==> src/hw/rtl/mcu_serial_frame_deframer_defines.svh <==
// ----------------------------------------------------------------------------
// Serial frame deframer assertion macros
// Shared concurrent assertion shorthands for the deframer RTL.
// ----------------------------------------------------------------------------
`ifndef MCU_SERIAL_FRAME_DEFRAMER_DEFINES_SVH
`define MCU_SERIAL_FRAME_DEFRAMER_DEFINES_SVH

// Same-cycle implication, checked outside of reset.
`define MCUSFD_ASSERT_NOW(label, clk, rst, ante, cons) \
   label: assert property (@(posedge clk) disable iff (rst) (ante) |-> (cons)) \
      else $error("deframer assertion failed");

// Next-cycle implication, checked outside of reset.
`define MCUSFD_ASSERT_NEXT(label, clk, rst, ante, cons) \
   label: assert property (@(posedge clk) disable iff (rst) (ante) |=> (cons)) \
      else $error("deframer assertion failed");

`endif

==> src/hw/rtl/mcusfd_pkg.sv <==
// ----------------------------------------------------------------------------
// Serial frame deframer package
// Frame codes, header and command constants, and shared payload types.
// ----------------------------------------------------------------------------
`default_nettype none

package mcusfd_pkg;

   // Window geometry.
   localparam int WinLen    = 6;
   localparam int FillWidth = 3;

   // Frame header and command bytes.
   localparam logic [7:0] HDR_PRESS    = 8'h61;
   localparam logic [7:0] HDR_RELEASE  = 8'hE1;
   localparam logic [7:0] HDR_LINK     = 8'h5C;
   localparam logic [7:0] LINK_LEN     = 8'h01;
   localparam logic [7:0] TYPE_DISPLAY = 8'h02;
   localparam logic [7:0] DISP_RGB     = 8'h01;
   localparam logic [7:0] DISP_IO      = 8'h02;
   localparam logic [7:0] TYPE_STATUS  = 8'h08;
   localparam logic [7:0] TYPE_VOLUME  = 8'h10;
   localparam logic [7:0] TYPE_ANSWER  = 8'h11;

   typedef enum logic [1:0] {
      KIND_PRESS   = 2'd0,
      KIND_RELEASE = 2'd1,
      KIND_LINK    = 2'd2
   } kind_type;

   typedef enum logic [2:0] {
      ACT_NONE    = 3'd0,
      ACT_RGB     = 3'd1,
      ACT_IO      = 3'd2,
      ACT_STATUS  = 3'd3,
      ACT_VOLUME  = 3'd4,
      ACT_ANSWER  = 3'd5
   } action_type;

   // One six-byte window, oldest byte at index 0.
   typedef logic [WinLen-1:0][7:0] window_type;

   typedef struct packed {
      kind_type   frame_kind;
      action_type action;
      logic [15:0] touch_x;
      logic [15:0] touch_y;
      logic [7:0]  cmd_type;
      logic [7:0]  cmd_data;
   } result_type;

   // Verdict of the frame check on a full window.
   typedef struct packed {
      logic       hit;
      result_type result;
   } verdict_type;

endpackage

`default_nettype wire

==> src/hw/rtl/mcusfd_req_if.sv <==
// ----------------------------------------------------------------------------
// Deframer byte channel
// Valid/ready channel carrying one received serial byte per transfer.
// ----------------------------------------------------------------------------
`default_nettype none

interface mcusfd_req_if;
   logic       valid;
   logic       ready;
   logic [7:0] rx_byte;

   modport source (output valid, output rx_byte, input ready);
   modport sink   (input valid, input rx_byte, output ready);
endinterface

`default_nettype wire

==> src/hw/rtl/mcusfd_rsp_if.sv <==
// ----------------------------------------------------------------------------
// Deframer result channel
// Valid/ready channel carrying one decoded frame per transfer.
// ----------------------------------------------------------------------------
`default_nettype none

interface mcusfd_rsp_if;
   logic                   valid;
   logic                   ready;
   mcusfd_pkg::kind_type   frame_kind;
   mcusfd_pkg::action_type action;
   logic [15:0]            touch_x;
   logic [15:0]            touch_y;
   logic [7:0]             cmd_type;
   logic [7:0]             cmd_data;

   modport source (output valid, output frame_kind, output action, output touch_x,
                   output touch_y, output cmd_type, output cmd_data, input ready);
   modport sink   (input valid, input frame_kind, input action, input touch_x,
                   input touch_y, input cmd_type, input cmd_data, output ready);
endinterface

`default_nettype wire

==> src/hw/rtl/mcusfd_frame_check.sv <==
// ----------------------------------------------------------------------------
// Deframer frame check
// Checks a full six-byte window for a touch or link frame and decodes it.
// ----------------------------------------------------------------------------
`default_nettype none

module mcusfd_frame_check (
   input  mcusfd_pkg::window_type  frame,
   output mcusfd_pkg::verdict_type verdict
);

   logic                   sum_ok;
   mcusfd_pkg::action_type link_act;

   // The check byte is the XOR of the five bytes before it.
   assign sum_ok = ((frame[0] ^ frame[1] ^ frame[2] ^ frame[3] ^ frame[4]) == frame[5]);

   // Command action of a link frame, from its type and data bytes.
   always_comb begin
      priority if (frame[3] == mcusfd_pkg::TYPE_DISPLAY) begin
         priority if (frame[4] == mcusfd_pkg::DISP_RGB) begin
            link_act = mcusfd_pkg::ACT_RGB;
         end else if (frame[4] == mcusfd_pkg::DISP_IO) begin
            link_act = mcusfd_pkg::ACT_IO;
         end else begin
            link_act = mcusfd_pkg::ACT_NONE;
         end
      end else if (frame[3] == mcusfd_pkg::TYPE_STATUS) begin
         link_act = mcusfd_pkg::ACT_STATUS;
      end else if (frame[3] == mcusfd_pkg::TYPE_VOLUME) begin
         link_act = mcusfd_pkg::ACT_VOLUME;
      end else if (frame[3] == mcusfd_pkg::TYPE_ANSWER) begin
         link_act = mcusfd_pkg::ACT_ANSWER;
      end else begin
         link_act = mcusfd_pkg::ACT_NONE;
      end
   end

   // Header decides the frame kind; touch frames win over link frames.
   always_comb begin
      verdict.hit                = 1'b0;
      verdict.result.frame_kind  = mcusfd_pkg::KIND_PRESS;
      verdict.result.action      = mcusfd_pkg::ACT_NONE;
      verdict.result.touch_x     = {frame[1], frame[2]};
      verdict.result.touch_y     = {frame[3], frame[4]};
      verdict.result.cmd_type    = '0;
      verdict.result.cmd_data    = '0;
      priority if (!sum_ok) begin
         verdict.hit = 1'b0;
      end else if (frame[0] == mcusfd_pkg::HDR_PRESS) begin
         verdict.hit = 1'b1;
      end else if (frame[0] == mcusfd_pkg::HDR_RELEASE) begin
         verdict.hit               = 1'b1;
         verdict.result.frame_kind = mcusfd_pkg::KIND_RELEASE;
      end else if (frame[0] == mcusfd_pkg::HDR_LINK && frame[2] == mcusfd_pkg::LINK_LEN) begin
         verdict.hit               = 1'b1;
         verdict.result.frame_kind = mcusfd_pkg::KIND_LINK;
         verdict.result.action     = link_act;
         verdict.result.touch_x    = '0;
         verdict.result.touch_y    = '0;
         verdict.result.cmd_type   = frame[3];
         verdict.result.cmd_data   = frame[4];
      end else begin
         verdict.hit = 1'b0;
      end
   end

endmodule

`default_nettype wire

==> src/hw/rtl/mcu_serial_frame_deframer.sv <==
// ----------------------------------------------------------------------------
// Serial frame deframer
// Finds touch and link frames in a received byte stream.
// ----------------------------------------------------------------------------
// Usage:
//   req_ch carries one received serial byte per transfer, oldest first.
//   rsp_ch carries one decoded frame per transfer: kind, action, touch
//   coordinates and link command bytes.
//   A byte moves first into an input register; when the work stage moves,
//   it joins the stored window and the frame check runs, and a found frame
//   lands in the result register, from which rsp_ch offers it.
//   One byte per cycle is taken in steady state while results are taken;
//   the window update and the XOR check are combinational between the
//   input and result registers.
//   Most bytes make no result; a frame clears the window, a miss drops the
//   oldest byte and keeps five.
//   Reset empties the window and both registers.
//   When the receiver stalls with a result waiting, the input register still
//   fills once, then req_ch.ready drops until the result is taken.
// ----------------------------------------------------------------------------
`default_nettype none

`include "mcu_serial_frame_deframer_defines.svh"

module mcu_serial_frame_deframer (
   input  wire          clock,
   input  wire          reset,
   mcusfd_req_if.sink   req_ch,
   mcusfd_rsp_if.source rsp_ch
);

   localparam int StoreLen = mcusfd_pkg::WinLen - 1;
   localparam logic [mcusfd_pkg::FillWidth-1:0] LastFill =
      mcusfd_pkg::FillWidth'(StoreLen);

   logic                                 in_valid_ff, in_valid_in;
   logic [7:0]                           in_byte_ff;
   logic [StoreLen-1:0][7:0]             win_ff, win_in;
   logic [mcusfd_pkg::FillWidth-1:0]     fill_ff, fill_in;
   logic                                 rsp_valid_ff, rsp_valid_in;
   mcusfd_pkg::result_type               rsp_data_ff, rsp_data_in;
   logic                                 advance;
   mcusfd_pkg::window_type               frame;
   mcusfd_pkg::verdict_type              verdict;

   // The work stage moves when the result register is free or being drained.
   assign advance       = !rsp_valid_ff || rsp_ch.ready;
   assign req_ch.ready  = !in_valid_ff || advance;
   assign in_valid_in   = req_ch.ready ? req_ch.valid : in_valid_ff;

   // Stored bytes plus the newest byte form the window under test.
   assign frame = {in_byte_ff, win_ff};

   mcusfd_frame_check u_check (
      .frame   (frame),
      .verdict (verdict)
   );

   // Window update and result capture.
   always_comb begin
      win_in       = win_ff;
      fill_in      = fill_ff;
      rsp_valid_in = rsp_valid_ff;
      rsp_data_in  = rsp_data_ff;
      if (advance) begin
         rsp_valid_in = 1'b0;
         if (in_valid_ff) begin
            if (fill_ff != LastFill) begin
               for (int i = 0; i < StoreLen; i++) begin
                  if (fill_ff == mcusfd_pkg::FillWidth'(i)) begin
                     win_in[i] = in_byte_ff;
                  end
               end
               fill_in = fill_ff + mcusfd_pkg::FillWidth'(1);
            end else if (verdict.hit) begin
               fill_in      = '0;
               rsp_valid_in = 1'b1;
               rsp_data_in  = verdict.result;
            end else begin
               win_in  = {in_byte_ff, win_ff[StoreLen-1:1]};
               fill_in = LastFill;
            end
         end
      end
   end

   // Control registers.
   always_ff @(posedge clock) begin
      if (reset) begin
         in_valid_ff  <= 1'b0;
         fill_ff      <= '0;
         rsp_valid_ff <= 1'b0;
      end else begin
         in_valid_ff  <= in_valid_in;
         fill_ff      <= fill_in;
         rsp_valid_ff <= rsp_valid_in;
      end
   end

   // Payload registers.
   always_ff @(posedge clock) begin
      if (req_ch.ready) begin
         in_byte_ff <= req_ch.rx_byte;
      end
      win_ff      <= win_in;
      rsp_data_ff <= rsp_data_in;
   end

   // Result channel outputs.
   assign rsp_ch.valid      = rsp_valid_ff;
   assign rsp_ch.frame_kind = rsp_data_ff.frame_kind;
   assign rsp_ch.action     = rsp_data_ff.action;
   assign rsp_ch.touch_x    = rsp_data_ff.touch_x;
   assign rsp_ch.touch_y    = rsp_data_ff.touch_y;
   assign rsp_ch.cmd_type   = rsp_data_ff.cmd_type;
   assign rsp_ch.cmd_data   = rsp_data_ff.cmd_data;

   // The fill count never reaches a full window between bytes.
   `MCUSFD_ASSERT_NOW(a_fill_range, clock, reset, 1'b1, fill_ff <= LastFill)
   // A found frame empties the window.
   `MCUSFD_ASSERT_NEXT(a_hit_clears, clock, reset,
      advance && in_valid_ff && fill_ff == LastFill && verdict.hit, fill_ff == '0)
   // A new result only follows a byte in the work stage.
   `MCUSFD_ASSERT_NOW(a_rsp_source, clock, reset, $rose(rsp_valid_ff), $past(in_valid_ff))
   // Link results carry no touch coordinates.
   `MCUSFD_ASSERT_NOW(a_link_no_touch, clock, reset,
      rsp_valid_ff && rsp_data_ff.frame_kind == mcusfd_pkg::KIND_LINK,
      rsp_data_ff.touch_x == '0 && rsp_data_ff.touch_y == '0)

endmodule

`default_nettype wire
==> src/flat_wrapper.sv <==
// flat-port wrapper written by rule: the top's interface ports become plain ports
module mcu_serial_frame_deframer_flat 
  (clock, reset, req_ch_valid, req_ch_rx_byte, req_ch_ready, rsp_ch_valid, rsp_ch_frame_kind, rsp_ch_action, rsp_ch_touch_x, rsp_ch_touch_y, rsp_ch_cmd_type, rsp_ch_cmd_data, rsp_ch_ready);
  mcusfd_req_if req_ch_i ();
  mcusfd_rsp_if rsp_ch_i ();
  input  wire clock;
  input  wire reset;
  input wire logic [$bits(req_ch_i.valid)-1:0] req_ch_valid;
  input wire logic [$bits(req_ch_i.rx_byte)-1:0] req_ch_rx_byte;
  output wire logic [$bits(req_ch_i.ready)-1:0] req_ch_ready;
  output wire logic [$bits(rsp_ch_i.valid)-1:0] rsp_ch_valid;
  output wire logic [$bits(rsp_ch_i.frame_kind)-1:0] rsp_ch_frame_kind;
  output wire logic [$bits(rsp_ch_i.action)-1:0] rsp_ch_action;
  output wire logic [$bits(rsp_ch_i.touch_x)-1:0] rsp_ch_touch_x;
  output wire logic [$bits(rsp_ch_i.touch_y)-1:0] rsp_ch_touch_y;
  output wire logic [$bits(rsp_ch_i.cmd_type)-1:0] rsp_ch_cmd_type;
  output wire logic [$bits(rsp_ch_i.cmd_data)-1:0] rsp_ch_cmd_data;
  input wire logic [$bits(rsp_ch_i.ready)-1:0] rsp_ch_ready;
  assign req_ch_i.valid = req_ch_valid;
  assign req_ch_i.rx_byte = req_ch_rx_byte;
  assign req_ch_ready = req_ch_i.ready;
  assign rsp_ch_valid = rsp_ch_i.valid;
  assign rsp_ch_frame_kind = rsp_ch_i.frame_kind;
  assign rsp_ch_action = rsp_ch_i.action;
  assign rsp_ch_touch_x = rsp_ch_i.touch_x;
  assign rsp_ch_touch_y = rsp_ch_i.touch_y;
  assign rsp_ch_cmd_type = rsp_ch_i.cmd_type;
  assign rsp_ch_cmd_data = rsp_ch_i.cmd_data;
  assign rsp_ch_i.ready = rsp_ch_ready;
  mcu_serial_frame_deframer u_core (.clock(clock), .reset(reset), .req_ch(req_ch_i), .rsp_ch(rsp_ch_i));
endmodule
==> config.mk <==
export PLATFORM = sky130hd
export DESIGN_NAME = mcu_serial_frame_deframer_flat
export DESIGN_NICKNAME = d
export VERILOG_FILES = /design/src/hw/rtl/mcusfd_pkg.sv /design/src/hw/rtl/mcusfd_req_if.sv /design/src/hw/rtl/mcusfd_rsp_if.sv /design/src/hw/rtl/mcusfd_frame_check.sv /design/src/hw/rtl/mcu_serial_frame_deframer.sv /design/src/flat_wrapper.sv
export VERILOG_INCLUDE_DIRS = /design/src /design/src/hw/rtl
export SDC_FILE = /design/constraint.sdc
export NUM_CORES = 1
export LEC_CHECK = 0
export BUFFER_PORTS_ARGS = -buffer_cell sky130_fd_sc_hd__clkbuf_2
export CORE_MARGIN = 1.5
export CORE_UTILIZATION = 30
export CTS_BUF_LIST = sky130_fd_sc_hd__clkbuf_16
export DETAILED_ROUTE_END_ITERATION = 16
export PLACE_DENSITY = 0.45
export RECOVER_POWER = 50
export SLEW_MARGIN = 10
export SYNTH_ARGS = -nofsm -noshare
export SYNTH_HDL_FRONTEND = slang
export SYNTH_SLANG_ARGS = --single-unit
export TNS_END_PERCENT = 5
==> constraint.sdc <==
create_clock -name clock -period 8.5 [get_ports clock]
set_clock_uncertainty 0.2 [all_clocks]
set_input_delay 0.425 -clock clock [delete_from_list [all_inputs] [get_ports clock]]
set_output_delay 0.425 -clock clock [all_outputs]
set_load 0.03 [all_outputs]
After elaboration in Yosys (flattened, before gate mapping)
Cells that the tools add are included.
{"block": "word_totals", "regBits": 106, "latchBits": 0, "ram_bits": 0, "rom_bits": 0, "input_bits": 12, "out_inout_bits": 55, "word_cells": 88, "memories": 0}
{"block": "classes", "add_sub_neg": 1, "mul": 0, "div": 0, "magnitude_cmp": 0, "eq_ne": 22, "shifts": 0, "n_mux": 26, "bitwise": 7, "n_reduce_logical": 16}
{"op": "2-to-1 mux 48 bit", "count": 3}
{"op": "2-to-1 mux 40 bit", "count": 2}
{"op": "2-to-1 mux 53 bit", "count": 1}
{"op": "2-to-1 mux 8 bit", "count": 5}
{"op": "bitwise XOR 8 bit", "count": 4}
{"op": "AND reduction 4 bit", "count": 6}
{"op": "2-to-1 mux 3 bit", "count": 7}
{"op": "equality test 8 x 1 -> 1 bit, second input constant", "count": 2}
{"op": "equality test 8 x 2 -> 1 bit, second input constant", "count": 2}
{"op": "equality test 8 x 5 -> 1 bit, second input constant", "count": 2}
{"op": "equality test 8 x 7 -> 1 bit, second input constant", "count": 2}
{"op": "inequality test 2 bit, second input constant", "count": 5}
{"op": "equality test 8 x 4 -> 1 bit, second input constant", "count": 1}
{"op": "equality test 8 bit", "count": 1}
{"op": "equality test 8 bit, second input constant", "count": 1}
{"op": "equality test 3 x 2 -> 1 bit, second input constant", "count": 2}
{"op": "2-to-1 mux 1 bit", "count": 6}
{"op": "2-to-1 mux 2 bit", "count": 2}
{"op": "OR reduction 4 bit", "count": 1}
{"op": "adder 3 x 1 -> 3 bit, second input constant", "count": 1}
{"op": "equality test 3 x 1 -> 1 bit, second input constant", "count": 1}
{"op": "equality test 3 bit, second input constant", "count": 1}
{"op": "logical NOT 3 bit", "count": 1}
{"op": "inequality test 3 bit, second input constant", "count": 1}
{"op": "8 further kinds", "count": 12}

Depth between registers and ports, before layout
{"block": "depth", "depth_word": 12, "mapped_depth": 9}

Cells and area by module
Synthesis repeated with hierarchy kept, for this count alone.
{"block": "hier_totals", "cells_unflattened": 336, "hier_area_um2": 4813.4}
{"module": "mcu_serial_frame_deframer", "n_inst": 1, "cells_each": 191, "area_each_um2": 3724.8, "seq_area_each_um2": 3133.0}
{"module": "mcusfd_frame_check", "n_inst": 1, "cells_each": 145, "area_each_um2": 1088.5, "seq_area_each_um2": 0.0}

Worst setup path after synthesis
OpenSTA, ideal clock, no wires.
{"block": "synth_path", "path_kind": "register to register", "start": "register u_core.win_ff (netlist bit u_core.frame[21])", "end": "register u_core.rsp_data_ff (netlist bit u_core.rsp_ch.action[0]), enable pin", "arrival_time_ps": 3951, "t_required_ps": 7836, "path_slack_ps": 3885, "path_stages_with_launch": 6, "path_buffers": 0, "synth_period_minus_slack_ps": 4615, "path_cell_list": "edfxtp_1 -> or4_1 -> nor3_1 -> or2_2 -> nand3_1 -> nor2_1"}
{"block": "synth_via", "elab_chain_cells": 7, "word_cells_on_any_way": 11, "classes_between": "eq/ne (2); mux (4); bitwise (3); reduce/logical (2)"}
{"item": "start: declaration", "line": "mcu_serial_frame_deframer.sv:38", "text": "logic [StoreLen-1:0][7:0] win_ff, win_in;"}
{"item": "start signal: assignment", "line": "mcu_serial_frame_deframer.sv:105", "text": "win_ff <= win_in;"}
{"item": "equality test 8 x 1 -> 1 bit", "line": "mcusfd_frame_check.sv:55", "text": "end else if (frame[0] == mcusfd_pkg::HDR_LINK && frame[2] == mcusfd_pkg::LINK_LEN) begin"}
{"item": "logical AND 1 bit", "line": "mcusfd_frame_check.sv:55"}
{"item": "2-to-1 mux 1 bit", "line": "mcusfd_frame_check.sv:55"}
{"item": "2-to-1 mux 3 bit", "line": "mcusfd_frame_check.sv:52", "text": "end else if (frame[0] == mcusfd_pkg::HDR_RELEASE) begin"}
{"item": "2-to-1 mux 1 bit", "line": "mcusfd_frame_check.sv:50", "text": "end else if (frame[0] == mcusfd_pkg::HDR_PRESS) begin"}
{"item": "2-to-1 mux 1 bit (*)", "line": "mcusfd_frame_check.sv:48", "text": "priority if (!sum_ok) begin"}
{"item": "AND reduction 4 bit (no source line) (*)"}
{"item": "end signal: assignment", "line": "mcu_serial_frame_deframer.sv:106", "text": "rsp_data_ff <= rsp_data_in;"}
{"item": "end: declaration", "line": "mcu_serial_frame_deframer.sv:41", "text": "mcusfd_pkg::result_type rsp_data_ff, rsp_data_in;"}
Mark *: on every way between the ends. The rest lies on a longest branch, timed or not.
A chain may end at the register's enable or synchronous reset.

Worst setup path in the final report
{"block": "layout_path", "start": "register u_core.win_ff (netlist bit u_core.frame[35])", "end": "register u_core.rsp_data_ff (netlist bit u_core.rsp_ch.action[2]), data pin"}
{"block": "layout_via", "elab_chain_cells": 4}
{"item": "bitwise XOR 8 bit", "line": "mcusfd_frame_check.sv:16", "text": "assign sum_ok = ((frame[0] ^ frame[1] ^ frame[2] ^ frame[3] ^ frame[4]) == frame[5]);"}
{"item": "equality test 8 bit", "line": "mcusfd_frame_check.sv:16"}
{"item": "NOT 1 bit (no source line)"}
{"item": "OR reduction 4 bit (no source line)"}
No other way between the ends.

==> results.py <==
metrics = {
    "status": {
        "status": "complete, but fails checks",
        "violations": "max-capacitance violations, max-slew violations",
    },
    "synthesis": {
        "yosys.area.top_type": "edfxtp_1",
        "synthFlopType": "edfxtp_1",
        "ys_seq_area_share_pct": 68.6,
        "yosysWarnings": 0,
        "synthMostInstantiatedCell": "edfxtp_1",
        "synthArstFlopShare_pct": 0,
        "syn-cell-area_um2": 4570,
        "synth.top_cell.area_share_pct": 66.4,
        "ys_top_cells_by_area": "edfxtp_1 (66%), a21o_1 (5.3%), nor2b_1 (4.8%)",
        "synth_area_per_cell_um2": 14.8,
        "ys_types": 41,
        "synth-edff-count": 101,
        "ys_ff_latch": 106,
        "syn_nets": 321,
        "synth_cells": 308,
        "synth_common_cells": "edfxtp_1 (101), nor2b_1 (35), a21o_1 (32)",
    },
    "run": {
        "drv_cap": 1,
    },
    "power_and_ir_drop": {
        "power.density_nw_per_um2": 187,
        "peakVddDrop_mv": 0.0887,
        "leakagePower_uw": 0.00201,
        "p_total_uw": 982,
    },
    "cells_and_area": {
        "seqCellArea_um2": 3130,
        "nNetsFinal": 383,
        "n_antenna_cell": 0,
        "post_route_cells_drive_above_1_share_pct": 7.51,
        "fillerInstances": 1447,
        "multiInputGateArea_um2": 1350,
        "area_delta_synth_final_pct": 15.0,
    },
    "worst_hold_path": {
        "hp-start": "req_ch_rx_byte[2]",
        "holdPathStages": 1,
        "hold_end": "u_core.in_byte_ff[2]",
        "hp-class": "in2reg",
    },
    "drt": {
        "vias": 2625,
        "via_per_inst": 4.71,
        "drt_iter0_drc": 140,
        "drt_pass1_iterations": 4,
        "ant_nets": 0,
        "totalWireLength_um": 10400,
        "wl_per_cell_um": 18.7,
        "drc": 0,
    },
    "sta": {
        "rsz0062_at_grt": "false",
        "period_share_pct": 48.3,
        "setup_tns_ps": 0,
        "fmax_mhz": 243,
        "hold_viol_final": 0,
        "maxSlewViolCount": 46,
        "setup_slack_ps": 4390,
        "slew_headroom_pct": -33.2,
        "setup_viol": 0,
        "tightest_slew_ps": 2000,
        "period_needed_ps": 4110,
    },
    "die": {
        "fp.dieW_um": 126,
        "coreArea_um2": 14700,
        "io_pins": 67,
        "rows": 44,
        "die_h_um": 126,
        "die-area_um2": 16000,
        "initial_core_util_pct": 31.1,
    },
    "critical_path": {
        "slowest_stage": "and2_1",
        "max_stage_delay_ps": 940,
        "path_max_fanout": 29,
        "critical_path.top_delay_family": "simple AND/OR/NAND/NOR gates",
        "cp-end-kind": "register",
        "start_kind": "register",
        "reg2reg_from": "u_core.frame[35]",
        "path_depth": 7,
        "crit_type": "reg2reg",
        "worst-r2r-setup-slack_ps": 4390,
        "crit_path_cell_trace": "xnor2_1 > xnor3_1 > nand4_1 > nor4_1 > clkbuf_1 > and2_1 > and4b_1",
        "worstPathRequired_ps": 8500,
        "r2r_cells": 7,
        "reg2reg_to": "u_core.rsp_ch.action[2]",
        "worst_ep_arrival_time_ps": 4110,
        "crit_buf_inv": 1,
    },
    "global_route": {
        "grt_max_degree": 54,
        "grt_overflow": 0,
        "use_met3_pct": 4.05,
        "grt_pass1_wl_um": 16100,
        "grt_pass1_vias": 2732,
        "met1_usage_pct": 17.5,
        "antenna_found_initial": 0,
        "grt_use_total_pct": 13.6,
        "grt.busiest_layer": "met2",
        "met2_usage_pct": 22.5,
    },
    "cts": {
        "cts_hold_buf": 0,
        "cts-buffers-inserted": 9,
        "postCtsResizedCells": 0,
        "cts.sinks": 106,
        "htree_num_levels": 3,
        "clk_pin_slew_worst_paths_ps": 70,
        "cts_tree": "built",
        "cts_max_path_buffers": 2,
        "insertion_delay_ps": 350,
        "cts_setup_buffers": 0,
        "cts_root_buffer": "clkbuf_16",
    },
    "place": {
        "portBuffers": 66,
        "dp_hpwl_um": 7200,
        "gp_congestion": 0.722,
        "place_ws_ps": 4850,
    },
}
==> cell families after synthesis <==
kind of cell	count (synthesis)	synth area share, %
AOI/OAI and AO/OA	44	7.26
xor gates and xnor gates	34	8.33
adders and majority gates	1	0.274
buffers and inverters	21	2.03
DFF	106	68.6
and+or+nand+nor	102	13.5
==> state kept, by name (all words and copies together), names as in the netlist <==
signal	count
u_core.rsp_ch.cmd_data	8
u_core.fill_ff	3
u_core.rsp_ch.cmd_type	8
u_core.rsp_ch.frame_kind	2
u_core.frame	40
u_core.in_byte_ff	8
u_core.rsp_ch.touch_y	16
u_core.rsp_ch.valid	1
u_core.in_valid_ff	1
u_core.rsp_ch.action	3
u_core.rsp_ch.touch_x	16
==> layout by cell type (no fill, tap or decap), drive strengths merged, types with 2 or more instances in the layout <==
master	count
a21boi	3
a21o	32
a21oi	2
a32o	2
and2	4
and3	21
buf	2
clkbuf	77
clkinv	2
dfxtp	5
edfxtp	101
inv	5
nand2	7
nand3	2
nand3b	2
nand4	2
nor2	10
nor2b	35
nor3	6
nor4b	2
o21a	2
xnor2	20
xnor3	6
xor2	8
==> final cells by class <==
class / instances / area share [%]
sequential: 106 / 59.7
multi-input combinational: 181 / 25.6
timing repair buffer: 70 / 5.41
tap: 184 / 4.38
clock buffer: 9 / 4.29
clock inverter: 5 / 0.477
inverter: 2 / 0.143
==> stage by stage <==
stage	util, %	cells	hold WS (ps)	area (µm²)
floorplan	-	308	263	4570
global placement	34.6	543	302	5080
detailed placement	34.6	543	305	5080
CTS	36.3	557	32.2	5330
global route	35.7	557	35.1	5250
finish	35.7	557	49.6	5250
==> power by group <==
group          leakage (µW)  switching [µW]  internal (µW)
Sequential          0.00102            6.32            573
Combinational      0.000859            14.2           18.2
Clock              0.000132             177            193
==> metal layers <==
layer | routed length (µm) | up-vias
met1 | 4810 | 1302
met5 | 0 | -
met3 | 463 | 10
met2 | 5050 | 62
met4 | 113 | 0
li1 | - | 1251
==> how the worst max path moves through the flow <==
stage / startpoint / to / slack (ps)
after floorplan: u_core.frame[21] / u_core.rsp_ch.action[0] / 3880
after global placement: u_core.frame[35] / u_core.rsp_ch.touch_y[9] / 4990
after detailed placement: u_core.frame[35] / u_core.rsp_ch.action[2] / 4850
after CTS: u_core.frame[35] / u_core.rsp_ch.action[2] / 4820
after global routing: u_core.frame[35] / u_core.rsp_ch.action[2] / 4100
final: u_core.frame[35] / u_core.rsp_ch.action[2] / 4390
(Power assumes the default switching activity.)
